### src/rtl/hump_pkg.sv
package hump_pkg;

  localparam int POINT_CAPACITY_DEF = 128;
  localparam int SPAN_CAPACITY_DEF  = 32;
  localparam int VEHICLE_X_DEF      = 233;
  localparam int VEHICLE_Y_DEF      = 254;

  localparam logic [45:0] AXIS_CAP    = '1;
  localparam int          PIXEL_LIMIT = 2000;

  typedef enum logic [1:0] {
    ST_IDLE,
    ST_POINT,
    ST_SPAN,
    ST_OUT
  } state_t;

  typedef enum logic [2:0] {
    REG_ORIGIN_LAT,
    REG_ORIGIN_LON,
    REG_EAST_SCALE,
    REG_NORTH_SCALE,
    REG_HEADING_SIN,
    REG_HEADING_COS,
    REG_LAYER_COUNT,
    REG_MIN_SPAN
  } reg_index_t;

  // one multiplier issue (or bookkeeping step) per cycle of a point
  typedef enum logic [3:0] {
    SP_MAG,
    SP_LON_HI,
    SP_LON_LO,
    SP_LAT_HI,
    SP_LAT_LO,
    SP_EAST_COS,
    SP_NORTH_SIN,
    SP_EAST_SIN,
    SP_NORTH_COS,
    SP_Y_LAST,
    SP_ROUND_Y
  } step_t;

  // Q31 to whole pixels, half away from zero, clamped
  function automatic logic [11:0] to_pixel(input logic signed [64:0] v);
    logic signed [64:0] t;
    logic signed [33:0] r;
    t = v + (v[64] ? 65'sd1073741823 : 65'sd1073741824);
    r = t[64:31];
    if (r > 34'(PIXEL_LIMIT)) begin
      return 12'(PIXEL_LIMIT);
    end else if (r < -34'(PIXEL_LIMIT)) begin
      return 12'(-PIXEL_LIMIT);
    end else begin
      return r[11:0];
    end
  endfunction

endpackage

### src/rtl/heading_up_map_point_projector_top.sv
// Heading-up map point projector.
// Input channel (in_valid/in_stall) takes one item per beat: a map point
// (func 0) or a span descriptor (func 1); frame_start clears the point,
// span and accepted counters before the item. Output channel
// (out_valid/out_stall) gives at most one result beat per item.
// Config channel (cfg_valid/cfg_ready, cfg_index, cfg_data) writes the
// eight setup registers; it is ready except in reset. The user must see that it
// is written while idle; the block itself does not enforce it. A point runs
// through one shared 48x17 signed multiplier under a step sequencer: 8
// products plus magnitude, final accumulate and rounding steps, then the
// ST_OUT state loads the output register, and the next item is taken once
// that load is done. A span goes through ST_SPAN and then ST_OUT; a rejected
// span frees the input after ST_SPAN, a point over capacity at once.
// Items are taken one at a time: in_stall is high in reset and while an item
// is in work. A finished result sits in the output register while the next
// item is accepted; if the receiver still stalls when the next result is
// done, the sequencer holds until the output register frees.
// Dropped items (over capacity, rejected spans) give no beat.
// Reset clears counters, the sequencer and the output valid and loads the
// register defaults (cosine 32767, minimum span points 2).
module heading_up_map_point_projector_top
  import hump_pkg::*;
#(
  parameter int POINT_CAPACITY = POINT_CAPACITY_DEF,
  parameter int SPAN_CAPACITY  = SPAN_CAPACITY_DEF,
  parameter int VEHICLE_X      = VEHICLE_X_DEF,
  parameter int VEHICLE_Y      = VEHICLE_Y_DEF
) (
  input  logic               clk,
  input  logic               rst,
  input  logic               cfg_valid,
  output logic               cfg_ready,
  input  logic [2:0]         cfg_index,
  input  logic [31:0]        cfg_data,
  input  logic               in_valid,
  output logic               in_stall,
  input  logic               func,
  input  logic               frame_start,
  input  logic signed [30:0] latitude_e7,
  input  logic signed [31:0] longitude_e7,
  input  logic [7:0]         span_start_index,
  input  logic [7:0]         span_length,
  input  logic [7:0]         span_class,
  output logic               out_valid,
  input  logic               out_stall,
  output logic               kind,
  output logic signed [11:0] x_pixel,
  output logic signed [11:0] y_pixel,
  output logic [7:0]         slot_index,
  output logic [7:0]         kept_start_index,
  output logic [7:0]         kept_length,
  output logic [7:0]         kept_class
);

  // setup registers
  logic signed [30:0] origin_lat;
  logic signed [31:0] origin_lon;
  logic [31:0]        east_scale;
  logic [31:0]        north_scale;
  logic signed [15:0] heading_sin;
  logic signed [15:0] heading_cos;
  logic [7:0]         layer_point_count;
  logic [7:0]         min_span_points;

  state_t state, state_next;
  step_t  step;

  logic [7:0] point_counter;
  logic [5:0] spans_seen;
  logic [5:0] spans_accepted;

  // item in work
  logic signed [31:0] dlat;
  logic signed [32:0] dlon;
  logic [31:0]        lat_mag;
  logic [31:0]        lon_mag;
  logic               lat_neg;
  logic               lon_neg;
  logic signed [46:0] east;
  logic signed [46:0] north;
  logic [7:0]         sp_start;
  logic [7:0]         sp_len;
  logic [7:0]         sp_class;

  // shared multiplier and accumulator
  logic signed [47:0] opa;
  logic signed [16:0] opb;
  logic signed [64:0] prod;
  logic signed [64:0] acc;

  // staged result
  logic               res_kind;
  logic [11:0]        res_x;
  logic [11:0]        res_y;
  logic [7:0]         res_slot;
  logic [7:0]         res_start;
  logic [7:0]         res_len;
  logic [7:0]         res_class;

  logic       in_fire;
  logic       load_out;
  logic [7:0] pc_base;
  logic [5:0] seen_base;
  logic [5:0] accepted_base;
  logic       point_ok;
  logic       span_ok;
  logic [7:0] layer;
  logic       keep;
  logic [48:0] axis_sum;
  logic [45:0] axis_cap;
  logic signed [46:0] axis_val;

  localparam logic signed [64:0] VX_Q31 = 65'(VEHICLE_X) << 31;
  localparam logic signed [64:0] VY_Q31 = 65'(VEHICLE_Y) << 31;

  assign cfg_ready = !rst;
  assign in_fire   = in_valid && !in_stall;

  assign pc_base       = frame_start ? '0 : point_counter;
  assign seen_base     = frame_start ? '0 : spans_seen;
  assign accepted_base = frame_start ? '0 : spans_accepted;
  assign point_ok      = pc_base < 8'(POINT_CAPACITY);
  assign span_ok       = seen_base < 6'(SPAN_CAPACITY);

  assign layer = (layer_point_count > 8'(POINT_CAPACITY)) ? 8'(POINT_CAPACITY)
                                                          : layer_point_count;
  assign keep  = (sp_len >= min_span_points) && (sp_start < layer) &&
                 (sp_len <= 8'(layer - sp_start));

  // hi product in acc plus lo product shifted down, then cap and sign
  assign axis_sum = acc[48:0] + {17'b0, prod[47:16]};
  assign axis_cap = (axis_sum > {3'b0, AXIS_CAP}) ? AXIS_CAP : axis_sum[45:0];

  always_comb begin
    axis_val = {1'b0, axis_cap};
    if ((step == SP_LAT_HI) ? lon_neg : lat_neg) begin
      axis_val = -{1'b0, axis_cap};
    end
  end

  always_comb begin
    case (step)
      SP_LON_HI: begin
        opa = {16'b0, lon_mag};
        opb = {1'b0, east_scale[31:16]};
      end
      SP_LON_LO: begin
        opa = {16'b0, lon_mag};
        opb = {1'b0, east_scale[15:0]};
      end
      SP_LAT_HI: begin
        opa = {16'b0, lat_mag};
        opb = {1'b0, north_scale[31:16]};
      end
      SP_LAT_LO: begin
        opa = {16'b0, lat_mag};
        opb = {1'b0, north_scale[15:0]};
      end
      SP_EAST_COS: begin
        opa = 48'(east);
        opb = 17'(heading_cos);
      end
      SP_NORTH_SIN: begin
        opa = 48'(north);
        opb = 17'(heading_sin);
      end
      SP_EAST_SIN: begin
        opa = 48'(east);
        opb = 17'(heading_sin);
      end
      SP_NORTH_COS: begin
        opa = 48'(north);
        opb = 17'(heading_cos);
      end
      default: begin
        opa = '0;
        opb = '0;
      end
    endcase
  end

  always_comb begin
    state_next = state;
    load_out   = 1'b0;
    case (state)
      ST_IDLE: begin
        if (in_fire) begin
          if (!func && point_ok) begin
            state_next = ST_POINT;
          end else if (func && span_ok) begin
            state_next = ST_SPAN;
          end
        end
      end
      ST_POINT: begin
        if (step == SP_ROUND_Y) begin
          state_next = ST_OUT;
        end
      end
      ST_SPAN: begin
        state_next = keep ? ST_OUT : ST_IDLE;
      end
      ST_OUT: begin
        load_out = !out_valid || !out_stall;
        if (load_out) begin
          state_next = ST_IDLE;
        end
      end
      default: begin
        state_next = ST_IDLE;
      end
    endcase
  end

  assign in_stall = rst || (state != ST_IDLE);

  always_ff @(posedge clk) begin
    if (rst) begin
      state <= ST_IDLE;
    end else begin
      state <= state_next;
    end
  end

  // setup registers
  always_ff @(posedge clk) begin
    if (rst) begin
      origin_lat        <= '0;
      origin_lon        <= '0;
      east_scale        <= '0;
      north_scale       <= '0;
      heading_sin       <= '0;
      heading_cos       <= 16'sd32767;
      layer_point_count <= '0;
      min_span_points   <= 8'd2;
    end else if (cfg_valid && cfg_ready) begin
      case (reg_index_t'(cfg_index))
        REG_ORIGIN_LAT:  origin_lat        <= cfg_data[30:0];
        REG_ORIGIN_LON:  origin_lon        <= cfg_data;
        REG_EAST_SCALE:  east_scale        <= cfg_data;
        REG_NORTH_SCALE: north_scale       <= cfg_data;
        REG_HEADING_SIN: heading_sin       <= cfg_data[15:0];
        REG_HEADING_COS: heading_cos       <= cfg_data[15:0];
        REG_LAYER_COUNT: layer_point_count <= cfg_data[7:0];
        REG_MIN_SPAN:    min_span_points   <= cfg_data[7:0];
        default: begin
        end
      endcase
    end
  end

  // counters
  always_ff @(posedge clk) begin
    if (rst) begin
      point_counter  <= '0;
      spans_seen     <= '0;
      spans_accepted <= '0;
    end else if (in_fire) begin
      point_counter  <= (!func && point_ok) ? pc_base + 8'd1 : pc_base;
      spans_seen     <= (func && span_ok) ? seen_base + 6'd1 : seen_base;
      spans_accepted <= accepted_base;
    end else if (state == ST_SPAN && keep) begin
      spans_accepted <= spans_accepted + 6'd1;
    end
  end

  // sequencer datapath
  always_ff @(posedge clk) begin
    if (rst) begin
      step <= SP_MAG;
    end else if (in_fire) begin
      step <= SP_MAG;
    end else if (state == ST_POINT && step != SP_ROUND_Y) begin
      step <= step_t'(step + 4'd1);
    end
  end

  always_ff @(posedge clk) begin
    prod <= opa * opb;
    if (in_fire) begin
      dlat     <= 32'(latitude_e7) - 32'(origin_lat);
      dlon     <= 33'(longitude_e7) - 33'(origin_lon);
      sp_start <= span_start_index;
      sp_len   <= span_length;
      sp_class <= span_class;
      res_slot <= pc_base;
    end
    if (state == ST_POINT) begin
      case (step)
        SP_MAG: begin
          lat_neg <= dlat[31];
          lon_neg <= dlon[32];
          lat_mag <= dlat[31] ? 32'(-dlat) : 32'(dlat);
          lon_mag <= dlon[32] ? 32'(-dlon) : 32'(dlon);
        end
        SP_LON_LO:    acc   <= prod;
        SP_LAT_HI:    east  <= axis_val;
        SP_LAT_LO:    acc   <= prod;
        SP_EAST_COS:  north <= axis_val;
        SP_NORTH_SIN: acc   <= VX_Q31 + prod;
        SP_EAST_SIN:  acc   <= acc - prod;
        SP_NORTH_COS: begin
          res_x <= to_pixel(acc);
          acc   <= VY_Q31 - prod;
        end
        SP_Y_LAST:    acc   <= acc - prod;
        SP_ROUND_Y: begin
          res_y     <= to_pixel(acc);
          res_kind  <= 1'b0;
          res_start <= '0;
          res_len   <= '0;
          res_class <= '0;
        end
        default: begin
        end
      endcase
    end
    if (state == ST_SPAN) begin
      res_kind  <= 1'b1;
      res_x     <= '0;
      res_y     <= '0;
      res_slot  <= {2'b0, spans_accepted};
      res_start <= sp_start;
      res_len   <= sp_len;
      res_class <= sp_class;
    end
  end

  // output register
  always_ff @(posedge clk) begin
    if (rst) begin
      out_valid <= 1'b0;
    end else if (load_out) begin
      out_valid <= 1'b1;
    end else if (!out_stall) begin
      out_valid <= 1'b0;
    end
  end

  always_ff @(posedge clk) begin
    if (load_out) begin
      kind             <= res_kind;
      x_pixel          <= res_x;
      y_pixel          <= res_y;
      slot_index       <= res_slot;
      kept_start_index <= res_start;
      kept_length      <= res_len;
      kept_class       <= res_class;
    end
  end

  a_point_counter_bound: assert property (@(posedge clk) disable iff (rst)
    point_counter <= 8'(POINT_CAPACITY))
    else $error("point counter past capacity");

  a_accepted_le_seen: assert property (@(posedge clk) disable iff (rst)
    spans_accepted <= spans_seen)
    else $error("more spans accepted than seen");

  a_span_beat_no_xy: assert property (@(posedge clk) disable iff (rst)
    out_valid && kind |-> x_pixel == 12'sd0 && y_pixel == 12'sd0)
    else $error("span beat carries pixel coordinates");

  a_point_beat_clamped: assert property (@(posedge clk) disable iff (rst)
    out_valid && !kind |-> x_pixel >= -12'sd2000 && x_pixel <= 12'sd2000 &&
                          y_pixel >= -12'sd2000 && y_pixel <= 12'sd2000)
    else $error("point beat outside clamp range");

  a_busy_no_out_load: assert property (@(posedge clk) disable iff (rst)
    load_out |=> in_stall == 1'b0)
    else $error("sequencer stayed busy after loading output");

endmodule

### config.mk
export PLATFORM = sky130hd
export DESIGN_NAME = heading_up_map_point_projector_top
export DESIGN_NICKNAME = d
export VERILOG_FILES = /design/src/rtl/hump_pkg.sv /design/src/rtl/heading_up_map_point_projector_top.sv
export SDC_FILE = /design/constraint.sdc
export NUM_CORES = 2
export LEC_CHECK = 0
export BUFFER_PORTS_ARGS = -buffer_cell sky130_fd_sc_hd__buf_2
export CAP_MARGIN = 40
export CORE_MARGIN = 4
export CORE_UTILIZATION = 43
export CTS_CLUSTER_SIZE = 25
export DETAILED_ROUTE_END_ITERATION = 8
export HOLD_SLACK_MARGIN = 0.1
export PLACE_DENSITY = 0.6
export SYNTH_ARGS = -nofsm -noshare
export SYNTH_HDL_FRONTEND = slang
export SYNTH_SLANG_ARGS = --single-unit
export TNS_END_PERCENT = 20
### constraint.sdc
create_clock -name clk -period 10.5 [get_ports clk]
set_clock_uncertainty 0.15 [all_clocks]
set_input_delay 0 -clock clk [delete_from_list [all_inputs] [get_ports clk]]
set_output_delay 0 -clock clk [all_outputs]
set_load 0.01 [all_outputs]
* Word level (Yosys, flattened, before mapping)
Index checks and enable logic that the tools add are counted.
Operators by class: add/subtract/negate cells 15, $mul 1, order comparisons 9, equal/unequal tests 27, multiplexer cells 36, reductions and logical operators 50
Operators with widths (count):
- 65-bit case mux with 4 select lines | 1
- 48-bit case mux with 4 select lines | 1
- 17-bit case mux with 6 select lines | 1
- 40-bit by 65-bit adder with 65-bit output (first input constant) | 1
- 65-bit by 32-bit adder with 65-bit output | 1
- 48-bit by 17-bit multiplier with 65-bit output | 1
- 40-bit by 65-bit subtractor with 65-bit output (first input constant) | 1
- 65-bit subtractor | 1
- 8-bit two-way mux | 8
- 32-bit negator | 2
- 31-bit two-way mux | 2
- 49-bit by 32-bit adder with 49-bit output | 1
- 49-bit by 46-bit > comparator with 1-bit output (second input constant) | 1
- 47-bit two-way mux | 1
- 46-bit negator with 47-bit output | 1
- 46-bit two-way mux | 1
- 6-bit two-way mux | 7
- 34-bit by 12-bit > comparator with 1-bit output (second input constant) | 1
- 34-bit by 12-bit < comparator with 1-bit output (second input constant) | 1
- 32-bit by 32-bit subtractor with 33-bit output | 1
- 32-bit two-way mux | 1
- 2-bit AND reduction | 16
- 31-bit by 31-bit subtractor with 32-bit output | 1
- 12-bit two-way mux | 2
- other kinds (36) | 83
Word-level totals: bits in registers 695, output and inout port bits 60, logic and storage cells 181

* Depth between registers and ports, before layout
word-level depth 8, depth in mapped cells 37

* Worst setup path before layout
No wires, ideal clock.
path kind reg-to-reg, start point register step[0], end point register prod[47], arrival 8.588 ns, required time 10.223 ns, slack 1.635 ns, stages on the path, launching flop included 36, clock period less this slack 8.865 ns, cell sequence dfxtp_1 > inv_1 > ha_1 > clkbuf_1 > and2_1 > clkbuf_1 > clkbuf_1 > a222oi_1 > and2_1 > clkbuf_1 > clkbuf_1 > nor2_1 > fa_1 > inv_1 > fa_1 > inv_1 > fa_1 > fa_1 > fa_1 > inv_1 > fa_1 > inv_1 > ha_1 > clkbuf_1 > a21o_1 > a21o_1 > a21o_1 > a21oi_1 > o22ai_1 > a311oi_1 > o21ai_0 > a221oi_1 > o21ai_0 > a41oi_1 > o21ai_0 > xor2_1
On the way: cells in the longest elaborated chain, start to end 4, elaborated cells between the ends (all ways) 17, those cells by class 1 x mul; 8 x eq/ne; 2 x mux; 6 x reduce/logical
Ends and longest elaborated chain:
- from (decl) | RTL line heading_up_map_point_projector_top.sv:66 | step_t step;
- from (signal assigned) | RTL line heading_up_map_point_projector_top.sv:274 | step <= step_t'(step + 4'd1);
- 4-bit == test, or another cell as far along | RTL line heading_up_map_point_projector_top.sv:142 | case (step)
- 2-bit OR reduction (no line)
- 17-bit case mux with 6 select lines / 48-bit case mux with 4 select lines (equally long branches) | RTL line heading_up_map_point_projector_top.sv:142
- 48-bit by 17-bit multiplier with 65-bit output (*) | RTL line heading_up_map_point_projector_top.sv:279 | prod <= opa * opb;
- to (signal assigned) | RTL line heading_up_map_point_projector_top.sv:279
- to (decl) | RTL line heading_up_map_point_projector_top.sv:88 | logic signed [64:0] prod;
Every way passes the cells marked *; elsewhere a longest branch is shown, timed or not. A chain may end at the register's enable or synchronous reset.

* Final worst setup path
start point register step[1], end point register prod[62]
Same word-level chain as after synthesis.

==> flow_metrics.env <==
export IMPL_status="complete, no violations"
export IMPL_overflow=0
export IMPL_wire_per_inst_um=21.9
export IMPL_dpl_cell_area_sq_um=69700
export IMPL_synth_simple_area_share_pct=17.4
export IMPL_power_switching_uw=2380
export IMPL_setup_tns_ps=0
export IMPL_top_level_ports=189
export IMPL_required_ps=10910
export IMPL_fill_cells=14300
export IMPL_cts_max_path_buffers=3
export IMPL_drc=0
export IMPL_regToRegStartpoint="step[1]"
export IMPL_synth_fp_nets=8717
export IMPL_synth_area_per_cell_sq_um=8.90
export IMPL_relSlewSlack_pct=30.1
export IMPL_synth_mux_area_share_pct=0.851
export IMPL_dp_slack_ps=703
export IMPL_crit_fanout=32
export IMPL_seq_area_frac_synth_pct=27.0
export IMPL_drv_slew=0
export IMPL_synth_xor_xnor_area_share_pct=4.01
export IMPL_synth_top_family_by_area="adder cells"
export IMPL_cts_tree="built"
export IMPL_slowest_delay_ps=700
export IMPL_track_usage_pct=26.4
export IMPL_worst_pin_slew_ps=1050
export IMPL_synthFlopType="edfxtp_1"
export IMPL_clk_latency_ps=710
export IMPL_grt_use_met1_pct=35.8
export IMPL_final_hold_violation_count=0
export IMPL_ys_ff_latch=695
export IMPL_start_util_pct=43.5
export IMPL_combPwrFrac_pct=17.9
export IMPL_globalplace_congestion=0.956
export IMPL_start_kind="flop"
export IMPL_syn_inst=7457
export IMPL_gr_usage_met2_pct=42.0
export IMPL_slowest_stage="or2_2"
export IMPL_rrSetupSlack_ps=560
export IMPL_synth_compound_area_share_pct=13.0
export IMPL_wirelength_um=216000
export IMPL_cts_sinks=695
export IMPL_p_per_area_nw_per_um2=101
export IMPL_internal_power_uw=5240
export IMPL_ctsResizeCount=0
export IMPL_min_period_over_period_pct=94.7
export IMPL_globalRoute_busiestLayer="met2"
export IMPL_max_freq_mhz=101
export IMPL_num_vias=55200
export IMPL_cts_buffers=81
export IMPL_vias_per_cell=5.58
export IMPL_p_leak_uw=0.0324
export IMPL_rsz0062_at_grt="no"
export IMPL_htree_levels=3
export IMPL_syn2layout_area_growth_pct=13.3
export IMPL_clkPwrFrac_pct=38.3
export IMPL_grt_pass1_vias=54600
export IMPL_finalSetupViolCount=0
export IMPL_critPathKind="flop to flop"
export IMPL_hold_start="out_stall"
export IMPL_dp_hpwl_um=167000
export IMPL_met3_usage_pct=5.81
export IMPL_peakVddDrop_uv=161
export IMPL_layoutNonFillerInstCount=9883
export IMPL_drv_cap=0
export IMPL_cts_root_buf="clkbuf_16"
export IMPL_dpl_cell_count=9451
export IMPL_setup_slack_ps=561
export IMPL_fin_area_sq_um=75200
export IMPL_io_buffers=188
export IMPL_synth_area_sq_um=66300
export IMPL_crit_start="step[1]"
export IMPL_yosys_warnings=0
export IMPL_dr_pass1_iters=9
export IMPL_end_kind="flop"
export IMPL_drive_gt1_share_pct=6.66
export IMPL_dieArea_sq_um=161000
export IMPL_ant_nets=0
export IMPL_switching_share_pct=31.2
export IMPL_grt_pass1_wl_um=330000
export IMPL_antenna_found_initial=14
export IMPL_nNetsFinal=9034
export IMPL_grt_max_degree=74
export IMPL_core_area_sq_um=153000
export IMPL_crit_arrival_ps=10350
export IMPL_drt_iter0_markers=5023
export IMPL_die_w_um=401
export IMPL_yosys_area_share_adder_pct=29.9
export IMPL_synth_edff_count=401
export IMPL_yosysUniqueCellTypes=90
export IMPL_finalCriticalPeriod_ps=9940
export IMPL_async_flop_share_pct=0
export IMPL_seq_power_share_pct=43.9
export IMPL_clkTransAtPathRegs_ps=60
export IMPL_rows=143
export IMPL_die_h_um=401
export IMPL_holdCritPathClass="input port to flop"
[cells in the mapped netlist, drive strengths merged, types with 21 or more instances]
cell type     n  area (sq um)
edfxtp      401         12000
mux2i        47           470
o21ai       253          1270
a21o        168          1260
clkbuf      335          1260
nand2      1108          4160
a211oi       33           258
o21bai       28           210
a222oi       24           240
and2        119           744
nor3         66           330
a21oi       461          2310
a22o         26           228
a22oi        27           203
xnor2       235          2060
o31ai        35           263
nand3       107           541
or3          41           272
dfxtp       294          5890
nor4         21           146
and3         45           282
or2          21           131
ha          375          4690
a31oi        32           200
xor2         69           604
nand2b       68           425
nor2b        53           332
and4         52           455
fa          756         15100
o21a         44           330
nor2        677          2540
o211ai       44           330
inv        1034          3880
nand4        96           601
[cell usage in the layout, fill, tap and decap left out, types with 26 or more instances in the layout]
| master | synthesis | layout |
|---|---|---|
| edfxtp_1 | 401 | 401 |
| xor2_1 | 69 | 69 |
| nand2_1 | 1108 | 1107 |
| ha_1 | 375 | 374 |
| clkbuf_16 | 0 | 85 |
| and3_1 | 45 | 43 |
| and4_1 | 52 | 52 |
| a21o_1 | 168 | 168 |
| buf_4 | 0 | 115 |
| buf_2 | 4 | 189 |
| o31ai_1 | 35 | 35 |
| a22oi_1 | 27 | 26 |
| mux2i_1 | 47 | 46 |
| or3_1 | 38 | 38 |
| nor2b_1 | 53 | 52 |
| nor2_1 | 677 | 676 |
| nand4_1 | 96 | 96 |
| a211oi_1 | 31 | 31 |
| dfxtp_1 | 294 | 294 |
| nor3_1 | 66 | 63 |
| fa_1 | 756 | 756 |
| a21oi_1 | 461 | 460 |
| o21bai_1 | 28 | 28 |
| nand3_1 | 106 | 106 |
| o211ai_1 | 44 | 44 |
| a31oi_1 | 32 | 32 |
| xnor2_1 | 235 | 235 |
| and2_1 | 118 | 113 |
| dlygate4sd3_1 | 0 | 267 |
| o21ai_0 | 249 | 249 |
| o21a_1 | 44 | 43 |
| nand2b_1 | 68 | 67 |
| inv_1 | 1034 | 1033 |
[path summary, 6_finish.rpt]
path / end / depth (start not counted)
max: prod[62] / 31
min: x_pixel[5] / 3
max reg2reg: prod[62] / 31
min reg2reg: kept_length[4] / 0
[cells by family (layout without fill, tap and decap cells)]
| logic type | after synthesis | count (layout) |
|---|---|---|
| adders and majority gates | 1131 | 1131 |
| other | 0 | 12 |
| DFF | 695 | 695 |
| muxes | 55 | 55 |
| and+or+nand+nor | 2539 | 2539 |
| AOI/OAI and AO/OA | 1351 | 1351 |
| xor gates and xnor gates | 304 | 304 |
| buffers and inverters | 1382 | 1766 |
[through the flow]
stage | power [uW] | hold WS (ps) | util [%]
after floorplan | 4060 | -51.1 | -
after global placement | 4610 | 27.7 | 45.5
after detailed placement | 4640 | 28.1 | 45.6
after CTS | 7650 | 115 | 49.2
after global routing | 7910 | 144 | 49.2
final | 7620 | 154 | 49.2
[area by class of cell]
type                       instances  area, sq um  area share, %
clock inverter                    35          415          0.553
multi-input combinational       5380        43300           57.6
antenna                           12         30.0         0.0400
clock buffer                     115         2340           3.12
inverter                        1034         3880           5.17
tap                             2030         2540           3.38
timing repair buffer             582         4710           6.26
sequential                       695        17900           23.9
[critical path: cells and delay by family, from the launching register on]
kind                       cells  cell delay, ps
AOI/OAI and AO/OA              8            2570
adders and majority gates      8            3590
buffers and inverters          8             710
DFF                            1             390
muxes                          1             130
and+or+nand+nor                6            2200
[power by group through the flow]
stage	clock (uW)	sequential, uW	combinational [uW]
after floorplan	0	3310	755
after global placement	0	3400	1210
after detailed placement	0	3390	1250
after CTS	2970	3340	1340
after global routing	3090	3360	1470
final	2920	3340	1360
[sequential cells by signal, indices dropped and copies added, names as in the netlist, 33 cells and up]
register and flops:
dlon 33, acc 65, prod 65, east 47, north 47
[what timing repair did]
action | 4_1_cts | 5_1_grt
setup buffers | 0 | 0
hold endpoints to repair | 356 | 0
hold buffers | 268 | 0
[routing by layer]
| layer | vias to the layer above | share of wire (%) |
|---|---|---|
| met5 | - | 0.019 |
| met1 | 27400 | 42 |
| met2 | 2077 | 46 |
| met4 | 6 | 3.7 |
| li1 | 25300 | - |
| met3 | 391 | 8.8 |
(Power assumes the default switching activity.)
